## config.mk

```make
export PLATFORM = sky130hd
export DESIGN_NAME = position_settle_lock_detector_top
export DESIGN_NICKNAME = d
export VERILOG_FILES = /design/src/rtl/pslk_pkg.sv /design/src/rtl/pslk_divider.sv /design/src/rtl/position_settle_lock_detector_top.sv
export SDC_FILE = /design/constraint.sdc
export NUM_CORES = 1
export LEC_CHECK = 0
export ABC_AREA = 1
export BUFFER_PORTS_ARGS = -buffer_cell sky130_fd_sc_hd__buf_2
export CORE_MARGIN = 2
export CORE_UTILIZATION = 45
export CTS_CLUSTER_DIAMETER = 200
export DETAILED_ROUTE_END_ITERATION = 8
export GPL_TIMING_DRIVEN = 0
export HOLD_SLACK_MARGIN = 0.05
export SYNTH_ARGS = -nofsm -noshare
export SYNTH_HDL_FRONTEND = slang
export SYNTH_HIERARCHICAL = 1
export SYNTH_SLANG_ARGS = --single-unit
```

## constraint.sdc

```tcl
create_clock -name i_clk -period 5.8 [get_ports i_clk]
set_input_delay 1.16 -clock i_clk [delete_from_list [all_inputs] [get_ports i_clk]]
set_output_delay 1.16 -clock i_clk [all_outputs]
set_load 0.02 [all_outputs]
```

## src/rtl/pslk_pkg.sv

```systemverilog
`default_nettype none

package pslk_pkg;

    // Default field widths.
    localparam int COUNT_BITS_DEF    = 24;
    localparam int POSITION_BITS_DEF = 16;

    // Configuration port geometry.
    localparam int CFG_IDX_BITS  = 3;
    localparam int CFG_DATA_BITS = 16;

    // Fixed field widths.
    localparam int LIMIT_BITS = 15;
    localparam int SPAN_BITS  = 16;
    localparam int DUR_BITS   = 16;
    localparam int FRAME_CFG_BITS = 16;
    localparam int TIME_BITS  = 32;
    localparam int FRAME_BITS = 32;

    // Register indexes.
    localparam logic [CFG_IDX_BITS-1:0] REG_POSITION_LIMIT   = 3'd0;
    localparam logic [CFG_IDX_BITS-1:0] REG_MAX_SPAN         = 3'd1;
    localparam logic [CFG_IDX_BITS-1:0] REG_LOCK_DURATION_MS = 3'd2;
    localparam logic [CFG_IDX_BITS-1:0] REG_MIN_FRAMES       = 3'd3;

    // Register reset values.
    localparam logic [LIMIT_BITS-1:0]     POSITION_LIMIT_RST   = 15'd3200;
    localparam logic [SPAN_BITS-1:0]      MAX_SPAN_RST         = 16'd160;
    localparam logic [DUR_BITS-1:0]       LOCK_DURATION_RST    = 16'd500;
    localparam logic [FRAME_CFG_BITS-1:0] MIN_FRAMES_RST       = 16'd10;

endpackage

`default_nettype wire

```

## src/rtl/pslk_divider.sv

```systemverilog
`default_nettype none

// Restoring divider: one quotient bit per cycle shifted through the
// dividend register, remainder kept in a narrow shift register.
module pslk_divider #(
    parameter int NUM_BITS = 40,
    parameter int DEN_BITS = 24
) (
    input  wire logic                i_clk,
    input  wire logic                i_rst_n,
    input  wire logic                i_start,
    input  wire logic [NUM_BITS-1:0] i_dividend,
    input  wire logic [DEN_BITS-1:0] i_divisor,
    output logic                     o_done,
    output logic [NUM_BITS-1:0]      o_quotient
);

    localparam int CNT_BITS = $clog2(NUM_BITS);

    logic                r_busy;
    logic                r_done;
    logic [CNT_BITS-1:0] r_cnt;
    logic [NUM_BITS-1:0] r_quo;
    logic [DEN_BITS-1:0] r_rem;
    logic [DEN_BITS-1:0] r_den;

    logic [DEN_BITS:0]   n_shift;
    logic [DEN_BITS:0]   n_diff;
    logic                n_ge;

    // One trial subtraction per cycle.
    always_comb begin
        n_shift = {r_rem, r_quo[NUM_BITS-1]};
        n_diff  = n_shift - {1'b0, r_den};
        n_ge    = (n_shift >= {1'b0, r_den});
    end

    // Control and datapath registers.
    always_ff @(posedge i_clk) begin
        if (!i_rst_n) begin
            r_busy <= 1'b0;
            r_done <= 1'b0;
            r_cnt  <= '0;
        end else begin
            r_done <= 1'b0;
            if (i_start) begin
                r_busy <= 1'b1;
                r_cnt  <= '0;
            end else if (r_busy) begin
                if (r_cnt == CNT_BITS'(NUM_BITS - 1)) begin
                    r_busy <= 1'b0;
                    r_done <= 1'b1;
                end
                r_cnt <= r_cnt + 1'b1;
            end
        end
    end

    always_ff @(posedge i_clk) begin
        if (i_start) begin
            r_quo <= i_dividend;
            r_rem <= '0;
            r_den <= i_divisor;
        end else if (r_busy) begin
            r_quo <= {r_quo[NUM_BITS-2:0], n_ge};
            r_rem <= n_ge ? n_diff[DEN_BITS-1:0] : n_shift[DEN_BITS-1:0];
        end
    end

    assign o_done     = r_done;
    assign o_quotient = r_quo;

endmodule

`default_nettype wire

```

## src/rtl/position_settle_lock_detector_top.sv

```systemverilog
// A non-locking result passes through the evaluate and emit states into the output register; a
// locking one also passes through the divider start and wait states, waiting on the serial divider.
// Only one item is in flight at a time; the next transfer is taken once the sequencer has left
// the emit state and returned to idle.
// A result waiting in the output register holds the next item in the emit state until it is taken.
// Reset (synchronous, active low) restores register defaults and clears all window state.
`default_nettype none

module position_settle_lock_detector_top #(
    parameter int COUNT_BITS    = pslk_pkg::COUNT_BITS_DEF,
    parameter int POSITION_BITS = pslk_pkg::POSITION_BITS_DEF
) (
    input  wire logic                               i_clk,
    input  wire logic                               i_rst_n,
    // Configuration port.
    input  wire logic                               i_cfg_we,
    input  wire logic [pslk_pkg::CFG_IDX_BITS-1:0]  i_cfg_index,
    input  wire logic [pslk_pkg::CFG_DATA_BITS-1:0] i_cfg_data,
    // Input channel.
    input  wire logic                               i_in_valid,
    output logic                                    o_in_ready,
    input  wire logic signed [POSITION_BITS-1:0]    i_position,
    input  wire logic [pslk_pkg::TIME_BITS-1:0]     i_sample_time_ms,
    input  wire logic [pslk_pkg::FRAME_BITS-1:0]    i_frame_number,
    // Output channel.
    output logic                                    o_out_valid,
    input  wire logic                               i_out_ready,
    output logic                                    o_lock_status,
    output logic signed [POSITION_BITS-1:0]         o_target_position,
    output logic [pslk_pkg::SPAN_BITS-1:0]          o_window_span
);

    import pslk_pkg::*;

    localparam int SUM_BITS = COUNT_BITS + POSITION_BITS;
    localparam int CMP_BITS = ((POSITION_BITS > 16) ? POSITION_BITS : 16) + 1;
    localparam int SPW_BITS = ((POSITION_BITS + 1 > 17) ? POSITION_BITS + 1 : 17);
    localparam int CNW_BITS = (COUNT_BITS > 16) ? COUNT_BITS : 16;

    typedef enum logic [2:0] {
        ST_IDLE,
        ST_EVAL,
        ST_DIV_START,
        ST_DIV_WAIT,
        ST_EMIT
    } t_state;

    t_state r_state;

    // Configuration registers.
    logic [LIMIT_BITS-1:0]     r_position_limit;
    logic [SPAN_BITS-1:0]      r_max_span;
    logic [DUR_BITS-1:0]       r_lock_duration;
    logic [FRAME_CFG_BITS-1:0] r_min_frames;

    // Window state.
    logic [FRAME_BITS-1:0]           r_last_frame;
    logic [TIME_BITS-1:0]            r_start_ms;
    logic [COUNT_BITS-1:0]           r_total;
    logic                            r_open;
    logic signed [SUM_BITS-1:0]      r_sum;
    logic signed [POSITION_BITS-1:0] r_min;
    logic signed [POSITION_BITS-1:0] r_max;
    logic signed [POSITION_BITS-1:0] r_held;
    logic                            r_locked;
    logic                            r_neg;

    // Captured input item.
    logic signed [POSITION_BITS-1:0] r_pos;
    logic [TIME_BITS-1:0]            r_time;
    logic [FRAME_BITS-1:0]           r_frame;

    // Output register.
    logic                            r_out_valid;
    logic                            r_out_lock;
    logic signed [POSITION_BITS-1:0] r_out_target;
    logic [SPAN_BITS-1:0]            r_out_span;

    // Evaluation terms.
    logic                            n_dup;
    logic                            n_oor;
    logic signed [CMP_BITS-1:0]      n_pos_x;
    logic signed [CMP_BITS-1:0]      n_lim_x;
    logic signed [POSITION_BITS-1:0] n_lo;
    logic signed [POSITION_BITS-1:0] n_hi;
    logic [POSITION_BITS:0]          n_span_new;
    logic                            n_span_big;
    logic [TIME_BITS-1:0]            n_elapsed;
    logic                            n_time_ok;
    logic [COUNT_BITS-1:0]           n_total;
    logic signed [SUM_BITS-1:0]      n_sum;
    logic                            n_count_ok;
    logic                            n_lock;
    logic [POSITION_BITS:0]          n_span_cur;
    logic [SPW_BITS-1:0]             n_span_wide;
    logic [SUM_BITS-1:0]             n_sum_mag;
    logic                            n_out_free;

    logic                            w_div_start;
    logic                            w_div_done;
    logic [SUM_BITS-1:0]             w_quotient;

    // Classify the captured sample against the current window.
    always_comb begin
        n_dup      = (r_frame == r_last_frame);
        n_pos_x    = CMP_BITS'(r_pos);
        n_lim_x    = $signed({{(CMP_BITS - LIMIT_BITS){1'b0}}, r_position_limit});
        n_oor      = (n_pos_x < -n_lim_x) || (n_pos_x > n_lim_x);
        n_lo       = (r_pos < r_min) ? r_pos : r_min;
        n_hi       = (r_pos > r_max) ? r_pos : r_max;
        n_span_new = $unsigned($signed({n_hi[POSITION_BITS-1], n_hi})
                               - $signed({n_lo[POSITION_BITS-1], n_lo}));
        n_span_big = SPW_BITS'(n_span_new) > SPW_BITS'(r_max_span);
        n_elapsed  = r_time - r_start_ms;
        n_time_ok  = n_elapsed >= TIME_BITS'(r_lock_duration);
        n_total    = (r_total == '1) ? r_total : r_total + 1'b1;
        n_sum      = (r_total == '1) ? r_sum : r_sum + SUM_BITS'(r_pos);
        n_count_ok = CNW_BITS'(n_total) >= CNW_BITS'(r_min_frames);
        n_lock     = !n_dup && !n_oor && r_open && !n_span_big && n_time_ok && n_count_ok;
    end

    // Span of the settled window and magnitude of the settled sum.
    always_comb begin
        n_span_cur  = $unsigned($signed({r_max[POSITION_BITS-1], r_max})
                                - $signed({r_min[POSITION_BITS-1], r_min}));
        n_span_wide = SPW_BITS'(n_span_cur);
        n_sum_mag   = r_sum[SUM_BITS-1] ? $unsigned(-r_sum) : $unsigned(r_sum);
        n_out_free  = !r_out_valid || i_out_ready;
    end

    assign w_div_start = (r_state == ST_DIV_START);

    pslk_divider #(
        .NUM_BITS (SUM_BITS),
        .DEN_BITS (COUNT_BITS)
    ) u_divider (
        .i_clk      (i_clk),
        .i_rst_n    (i_rst_n),
        .i_start    (w_div_start),
        .i_dividend (n_sum_mag),
        .i_divisor  (r_total),
        .o_done     (w_div_done),
        .o_quotient (w_quotient)
    );

    // Configuration writes; indexes beyond the register list are dropped.
    always_ff @(posedge i_clk) begin
        if (!i_rst_n) begin
            r_position_limit <= POSITION_LIMIT_RST;
            r_max_span       <= MAX_SPAN_RST;
            r_lock_duration  <= LOCK_DURATION_RST;
            r_min_frames     <= MIN_FRAMES_RST;
        end else if (i_cfg_we) begin
            unique case (i_cfg_index)
                REG_POSITION_LIMIT:   r_position_limit <= i_cfg_data[LIMIT_BITS-1:0];
                REG_MAX_SPAN:         r_max_span       <= i_cfg_data[SPAN_BITS-1:0];
                REG_LOCK_DURATION_MS: r_lock_duration  <= i_cfg_data[DUR_BITS-1:0];
                REG_MIN_FRAMES:       r_min_frames     <= i_cfg_data[FRAME_CFG_BITS-1:0];
                default: ;
            endcase
        end
    end

    // Input capture.
    always_ff @(posedge i_clk) begin
        if (r_state == ST_IDLE && i_in_valid) begin
            r_pos   <= i_position;
            r_time  <= i_sample_time_ms;
            r_frame <= i_frame_number;
        end
    end

    // Sequencer, window state and output register.
    always_ff @(posedge i_clk) begin
        if (!i_rst_n) begin
            r_state      <= ST_IDLE;
            r_last_frame <= '0;
            r_start_ms   <= '0;
            r_total      <= '0;
            r_open       <= 1'b0;
            r_sum        <= '0;
            r_min        <= '0;
            r_max        <= '0;
            r_held       <= '0;
            r_locked     <= 1'b0;
            r_neg        <= 1'b0;
            r_out_valid  <= 1'b0;
        end else begin
            // The output register fills from the emit state and empties on a transfer.
            if (r_state == ST_EMIT && n_out_free) begin
                r_out_valid <= 1'b1;
            end else if (r_out_valid && i_out_ready) begin
                r_out_valid <= 1'b0;
            end
            unique case (r_state)
                ST_IDLE: begin
                    if (i_in_valid) begin
                        r_state <= ST_EVAL;
                    end
                end
                ST_EVAL: begin
                    r_locked <= n_lock;
                    r_state  <= n_lock ? ST_DIV_START : ST_EMIT;
                    priority if (n_dup) begin
                        // Repeated frame: nothing changes.
                    end else if (n_oor) begin
                        r_last_frame <= r_frame;
                        r_start_ms   <= '0;
                        r_total      <= '0;
                        r_open       <= 1'b0;
                        r_sum        <= '0;
                        r_min        <= '0;
                        r_max        <= '0;
                    end else if (!r_open || n_span_big) begin
                        // Open or restart the window at this sample.
                        r_last_frame <= r_frame;
                        r_start_ms   <= r_time;
                        r_total      <= COUNT_BITS'(1);
                        r_open       <= 1'b1;
                        r_sum        <= SUM_BITS'(r_pos);
                        r_min        <= r_pos;
                        r_max        <= r_pos;
                    end else begin
                        r_last_frame <= r_frame;
                        r_min        <= n_lo;
                        r_max        <= n_hi;
                        r_total      <= n_total;
                        r_sum        <= n_sum;
                    end
                end
                ST_DIV_START: begin
                    r_neg   <= r_sum[SUM_BITS-1];
                    r_state <= ST_DIV_WAIT;
                end
                ST_DIV_WAIT: begin
                    if (w_div_done) begin
                        r_held  <= r_neg ? -$signed(w_quotient[POSITION_BITS-1:0])
                                         : $signed(w_quotient[POSITION_BITS-1:0]);
                        r_state <= ST_EMIT;
                    end
                end
                ST_EMIT: begin
                    if (n_out_free) begin
                        r_state <= ST_IDLE;
                    end
                end
                default: r_state <= ST_IDLE;
            endcase
        end
    end

    // Output payload, loaded when the result enters the output register.
    always_ff @(posedge i_clk) begin
        if (r_state == ST_EMIT && n_out_free) begin
            r_out_lock   <= r_locked;
            r_out_target <= r_held;
            r_out_span   <= r_open ? n_span_wide[SPAN_BITS-1:0] : '0;
        end
    end

    assign o_in_ready        = (r_state == ST_IDLE);
    assign o_out_valid       = r_out_valid;
    assign o_lock_status     = r_out_lock;
    assign o_target_position = r_out_target;
    assign o_window_span     = r_out_span;

endmodule

`default_nettype wire
```

# [Yosys cells after proc, flatten, opt, wreduce, memory -nomap -nowiden]
# Cells that the tools add are included.
[op_classes] addsub=10 order_cmp=8 n_eq_ne=14 muxes=32 n_bitwise=3 n_reduce_logical=32
[ops] op="40-bit two-way mux" count=6
[ops] op="16-bit two-way mux" count=7
[ops] op="24-bit two-way mux" count=4
[ops] op="32-bit two-way mux" count=2
[ops] op="40-bit by 16-bit adder with 40-bit output" count=1
[ops] op="40-bit negation" count=1
[ops] op="32-bit equality test" count=1
[ops] op="32-bit by 16-bit >= comparator with 1-bit output" count=1
[ops] op="16-bit > comparator" count=2
[ops] op="32-bit subtractor" count=1
[ops] op="25-bit by 24-bit >= comparator with 1-bit output" count=1
[ops] op="24-bit by 1-bit adder with 24-bit output (second input constant)" count=1
[ops] op="24-bit equality test (second input constant)" count=1
[ops] op="24-bit by 16-bit >= comparator with 1-bit output" count=1
[ops] op="24-bit subtractor" count=1
[ops] op="17-bit by 16-bit > comparator with 1-bit output" count=1
[ops] op="16-bit by 17-bit < comparator with 1-bit output" count=1
[ops] op="15-bit negation with 17-bit output" count=1
[ops] op="16-bit by 16-bit subtractor with 17-bit output" count=1
[ops] op="16-bit < comparator" count=1
[ops] op="16-bit negation" count=1
[ops] op="16-bit subtractor" count=1
[ops] op="3-bit one-hot mux with 5 select lines" count=1
[ops] op="3-bit by 2-bit equality test with 1-bit output (second input constant)" count=4
[ops] op="other kinds (19)" count=56
[word_totals] regBits=455 in_bits=104 output_inout_bits=35 wordCells=127

# [Depth between registers and ports, before layout]
[logic_depth] word_depth=11 mapped_depth=48 depth_no_buf=45

# [By module]
# The synthesis kept the hierarchy.
[by_module_without_submodules] module="position_settle_lock_detector_top" n_inst=1 cells_per_inst=3260 area_per_inst_um2=23831.6 seq_area_each_um2=8318.0
[by_module_without_submodules] module="pslk_divider" n_inst=1 cells_per_inst=815 area_per_inst_um2=5830.6 seq_area_each_um2=2562.5

# [Worst setup path before layout]
# Ideal clock, no wire load.
[synth_timing] path_type="register -> register" startpoint="register r_pos[15]" endpoint="register r_sum[24]" setup_ns=0.128 t_arrival_ns=5.950 required_time_ns=5.672 slack_ns=-0.278 stages_incl_launch_ff=40 n_path_buf=3 synth_period_minus_slack_ns=6.078 cell_sequence="edfxtp_1 > ha_1 > a21oi_1 > o21ai_0 > nor2_2 > nand3_2 > nand2_2 > clkbuf_1 > clkbuf_1 > nand2_1 > o21ai_0 > ha_1 > a21oi_1 > nand2_1 > a21oi_1 > inv_1 > a21oi_1 > inv_1 > [... 4 more ...] > xor2_1 > ha_1 > inv_1 > nor3_1 > a211oi_1 > nand2_1 > nand3_1 > nand2_1 > a21o_1 > a21oi_1 > nand3_4 > nor2_4 > nand2_4 > nand2_8 > buf_4 > nand2_1 > nand2_1 > nor2_1"
[synth_via] elab_chain_cells=7 elab_cells_between_ends=16 cone_classes="add/sub (2); order compare (5); eq/ne (1); mux (5); reduce/logical (3)"
[synth_rtl] item="from (decl)" line_no="position_settle_lock_detector_top.sv:69" text="logic signed [POSITION_BITS-1:0] r_pos;"
[synth_rtl] item="from (signal assigned)" line_no="position_settle_lock_detector_top.sv:167" text="r_pos <= i_position;"
[synth_rtl] item="16-bit > comparator / 16-bit < comparator (equally long branches)" line_no="position_settle_lock_detector_top.sv:110, position_settle_lock_detector_top.sv:109"
[synth_rtl] item="16-bit two-way mux, on equally long branches" line_no="position_settle_lock_detector_top.sv:110, position_settle_lock_detector_top.sv:109"
[synth_rtl] item="16-bit by 16-bit subtractor with 17-bit output" line_no="position_settle_lock_detector_top.sv:112" text="- $signed({n_lo[POSITION_BITS-1], n_lo}));"
[synth_rtl] item="17-bit by 16-bit > comparator with 1-bit output" line_no="position_settle_lock_detector_top.sv:113" text="n_span_big = SPW_BITS'(n_span_new) > SPW_BITS'(r_max_span);"
[synth_rtl] item="1-bit logical OR" line_no="position_settle_lock_detector_top.sv:214" text="end else if (!r_open || n_span_big) begin"
[synth_rtl] item="3-bit by 2-bit inequality test with 1-bit output (no source line) / 40-bit two-way mux (equally long branches)"
[synth_rtl] item="3-bit AND reduction (no source line) / 40-bit two-way mux (equally long branches)"
[synth_rtl] item="to (signal assigned)" line_no="position_settle_lock_detector_top.sv:220" text="r_sum <= SUM_BITS'(r_pos);"
[synth_rtl] item="to (signal assigned)" line_no="position_settle_lock_detector_top.sv:228" text="r_sum <= n_sum;"
[synth_rtl] item="to (decl)" line_no="position_settle_lock_detector_top.sv:61" text="logic signed [SUM_BITS-1:0] r_sum;"
# Several ways; a longest one is shown, not always the timed one. The select of a mux whose other input is x is not followed.
# A chain may end at the register's enable or synchronous reset.

# [Worst setup path in the final report]
[layout_timing] startpoint="register r_pos[11]" endpoint="register r_sum[6]"
# Same word-level chain as after synthesis.

==> summary.txt <==
Run status
  • Status: completed

Routing
  • Routed vias/inst: 5.16
  • Wire per inst: 16.4 um
  • DRC errors left: 0
  • Starting DRT DRC Count: 1,660
  • Post-route antenna net violation count: 0
  • Drt first pass iters: 5
  • Vias: 27,200
  • Final WL: 86,300 um

Clocking
  • Clock Tree Buf Depth: 3
  • Root buf cell: clkbuf_16
  • TritonCTS clock tree: yes
  • Clk_lat worst skew: approximately 0.61 ns
  • Total CTS buffers: between 50 and 60
  • Clock Sinks: 455
  • Clock-pin slew on the worst setup and hold paths: roughly 0.06 ns
  • H-tree lvl count: 2

STA
  • Worst Tran Pin Value: between 1 and 1.5 ns
  • Final hold vios: 0
  • Worst Skew: roughly 0.022 ns
  • Relative slew slack: 0.273
  • Maximum clock frequency: around 0.18 GHz
  • Final Setup Violations: 0
  • Fin crit share: 0.980
  • Post-layout min period: around 5.7 ns
  • RSZ-0062 raised after global routing: yes
  • Max Slew Vio Count: 0

Placed design
  • DP HPWL: about 66,000 um
  • GPL Wtd Cong: approximately 0.94
  • I/O Buffers: about 140
  • Number of instances in the placed design: around 5,000

Critical path
  • Worst setup SP type: flop
  • Critical path's top delay family: compound AO/OA/AOI/OAI gates
  • Slowest cell on crit path: edfxtp_1
  • CP arrival: approximately 6.2 ns
  • Crit-path max cell delay: between 0.5 and 0.6 ns
  • CP max FO: 6
  • CP Class: flop to flop
  • Required time of the critical path: about 6.3 ns
  • Crit. End Element: flop
  • Crit path buffers/inverters: 7
  • Critical path's most frequent cell: nand2_1

Logic synthesis
  • Yosys reg bits: between 400 and 500
  • Fraction of registers with async set or reset after synthesis: 0
  • Synth Cell Area: around 0.030 mm2
  • Most used DFF post-synth: dfxtp_1
  • Synthesis Warnings: 6
  • Synth Instances: ~4,100
  • Seq/Total Area, Yosys: 0.367
  • Avg Inst Size Synth: a little over 7 um2
  • Yosys cell types: 63
  • EDFF count, synth: between 150 and 200
  • Syn nets: around 4,400

Floorplan
  • Initial Util: 0.453
  • Die Y: ~260 um
  • FP Rows: 94
  • Io pins: around 140
  • Die Area: approximately 0.07 mm2
  • Core ar.: ~0.066 mm2
  • DIE WIDTH: between 200 and 300 um

GRT
  • GR Util met3: 0.0299
  • Largest net degree at the start of global routing: 42
  • Number of global-route vias before repair: around 25,000
  • Met1 Resource Use GR: 0.335
  • Initial antenna violation count: 4
  • GRT met2 Usage: 0.411
  • Global Route Usage Sum: 0.247
  • Global-route wire length before repair: between 100,000 and 150,000 um
  • Grt total ovfl: 0
  • Most Crowded Layer GR: met2

Pwr
  • Part of the power in combinational logic: 0.328
  • P_leak: approximately 16 nW
  • Sw Share: 0.343
  • Power density cells: 303 mW/mm2
  • Clock power share: 0.324
  • Reg power frac: 0.348
  • Maximum vdd drop: around 0.27 mV
  • Sw power: between 3 and 4 mW
  • Internal: roughly 7.0 mW
  • Post-layout power: approximately 11 mW

Finish
  • Most common cell after layout, fill and taps aside: nand2_1
  • Final net count: ~4,700
  • Commonest non-fill, non-tap cells in the layout: 1,060 x nand2_1, 530 x inv_1, 358 x a21oi_1, 335 x nor2_1, 275 x dfxtp_1
  • Final core occ: 0.533
  • Layout Area Growth over Synthesis: 17.8%
  • Share of layout cells above drive strength 1: 0.119
  • Final std cells w/o fill: about 5,300

Hold path
  • Hold Path Class: flop to flop

Flow run
  • Max Cap Violations: 0
-- kinds of logic (layout without fill, tap and decap cells) --
family,Yosys count,in the layout,share of synthesized area
buffers and inverters,659,985,0.0866
other,0,1,0
adder cells (fa/ha/maj),245,245,0.105
flip-flops,455,455,0.367
AND/OR/NAND/NOR,1815,1815,0.256
AO/OA/AOI/OAI,729,729,0.135
XOR/XNOR,172,172,0.0508
-- power by group through the flow --
| stage | logic, mW | registers (mW) | clock network [mW] |
|---|---|---|---|
| 5_1_grt | 3.89 | 3.70 | 3.62 |
| 2_1_floorplan | 2.19 | 3.72 | 0 |
| 6_report | 3.47 | 3.69 | 3.43 |
| 3_5_place_dp | 2.91 | 3.77 | 0 |
| 3_3_place_gp | 2.87 | 3.79 | 0 |
| 4_1_cts | 3.14 | 3.68 | 3.50 |
-- synth_stat cells (all sizes together), types with 2 or more instances --
cell        n  area share
a2111oi     5      0.0015
a211oi      8      0.0020
a21boi      3     0.00076
a21o       10      0.0025
a21oi     383       0.066
a31oi      15      0.0032
and3        2     0.00042
buf        35      0.0076
clkbuf     75      0.0095
clkinv      4     0.00051
dfxtp     278        0.19
edfxtp    177        0.18
fa          5      0.0034
ha        240        0.10
inv       545       0.069
nand2    1119        0.14
nand3     161       0.029
nand3b      7      0.0018
nand4      72       0.016
nor2      348       0.045
nor3       73       0.013
nor3b       5      0.0013
nor4       16      0.0034
o211ai     28      0.0071
o21a        8      0.0020
o21ai     233       0.040
o21bai     12      0.0030
o221ai     11      0.0032
o22ai       2     0.00042
o31ai       3     0.00076
or2         9      0.0019
xnor2      64       0.019
xor2      108       0.032
-- metrics by stage --
| stage | setup TNS, ns | instance area, um2 | setup slack, ns | hold WS (ns) |
|---|---|---|---|---|
| 4_1_cts | -0.0311 | 34000 | -0.00785 | 0.432 |
| 2_1_floorplan | 0 | 29700 | 0.0465 | 0.403 |
| 6_report | 0 | 34900 | 0.115 | 0.430 |
| 3_5_place_dp | -118.77 | 31600 | -1.13 | 0.419 |
| 5_1_grt | -12.18 | 34900 | -0.165 | 0.443 |
| 3_3_place_gp | -283.65 | 31500 | -1.79 | 0.414 |
-- registers in the layout (all words and copies together) (netlist names), 3 cells and up --
register / flops
u_divider/r_cnt: 6
r_min: 16
r_held: 16
u_divider/o_quotient: 40
o_window_span: 16
r_time: 32
r_start_ms: 32
u_divider/r_den: 24
o_target_position: 16
r_position_limit: 15
u_divider/r_rem: 24
r_max_span: 16
r_max: 16
r_last_frame: 32
r_frame: 32
r_lock_duration: 16
r_sum: 40
r_state: 3
r_min_frames: 16
r_pos: 16
r_total: 24
-- cell type report --
cell class,count,area [um2]
Buffer,108,629
Antenna cell,1,2.50
Timing Repair Buffer,232,1630
Fill cell,6385,30600
Multi-Input combinational cell,2961,16900
Tap cell,864,1080
Clock buffer,71,1450
Clock inverter,25,322
Inverter,549,2080
Sequential cell,455,10900
-- what timing repair did --
action / CTS / global route
hold buffers: 0 / 0
pin swaps: 31 / 59
endpoints found under the hold margin: 0 / 0
gates resized for setup: 67 / 157
setup endpoints to repair: 132 / 130
setup buffers: 49 / 32
gates cloned: 1 / 6
-- metal layers --
| metal | up-vias | share of wire |
|---|---|---|
| met3 | 144 | 0.054 |
| met5 | - | 0.00021 |
| met2 | 666 | 0.46 |
| met4 | 4 | 0.029 |
| li1 | 14000 | - |
| met1 | 12400 | 0.45 |
-- path summary, 6_finish.rpt --
path,cells after the start,start,endpoint,slack (ns)
worst max-delay path,38,r_pos[11],r_sum[6],0.11
worst min-delay path,0,r_held[4],o_target_position[4],0.43
worst max register to register,38,r_pos[11],r_sum[6],0.11
worst min register to register,0,r_held[4],o_target_position[4],0.43
Note: power is estimated with default switching activity, not from simulation.
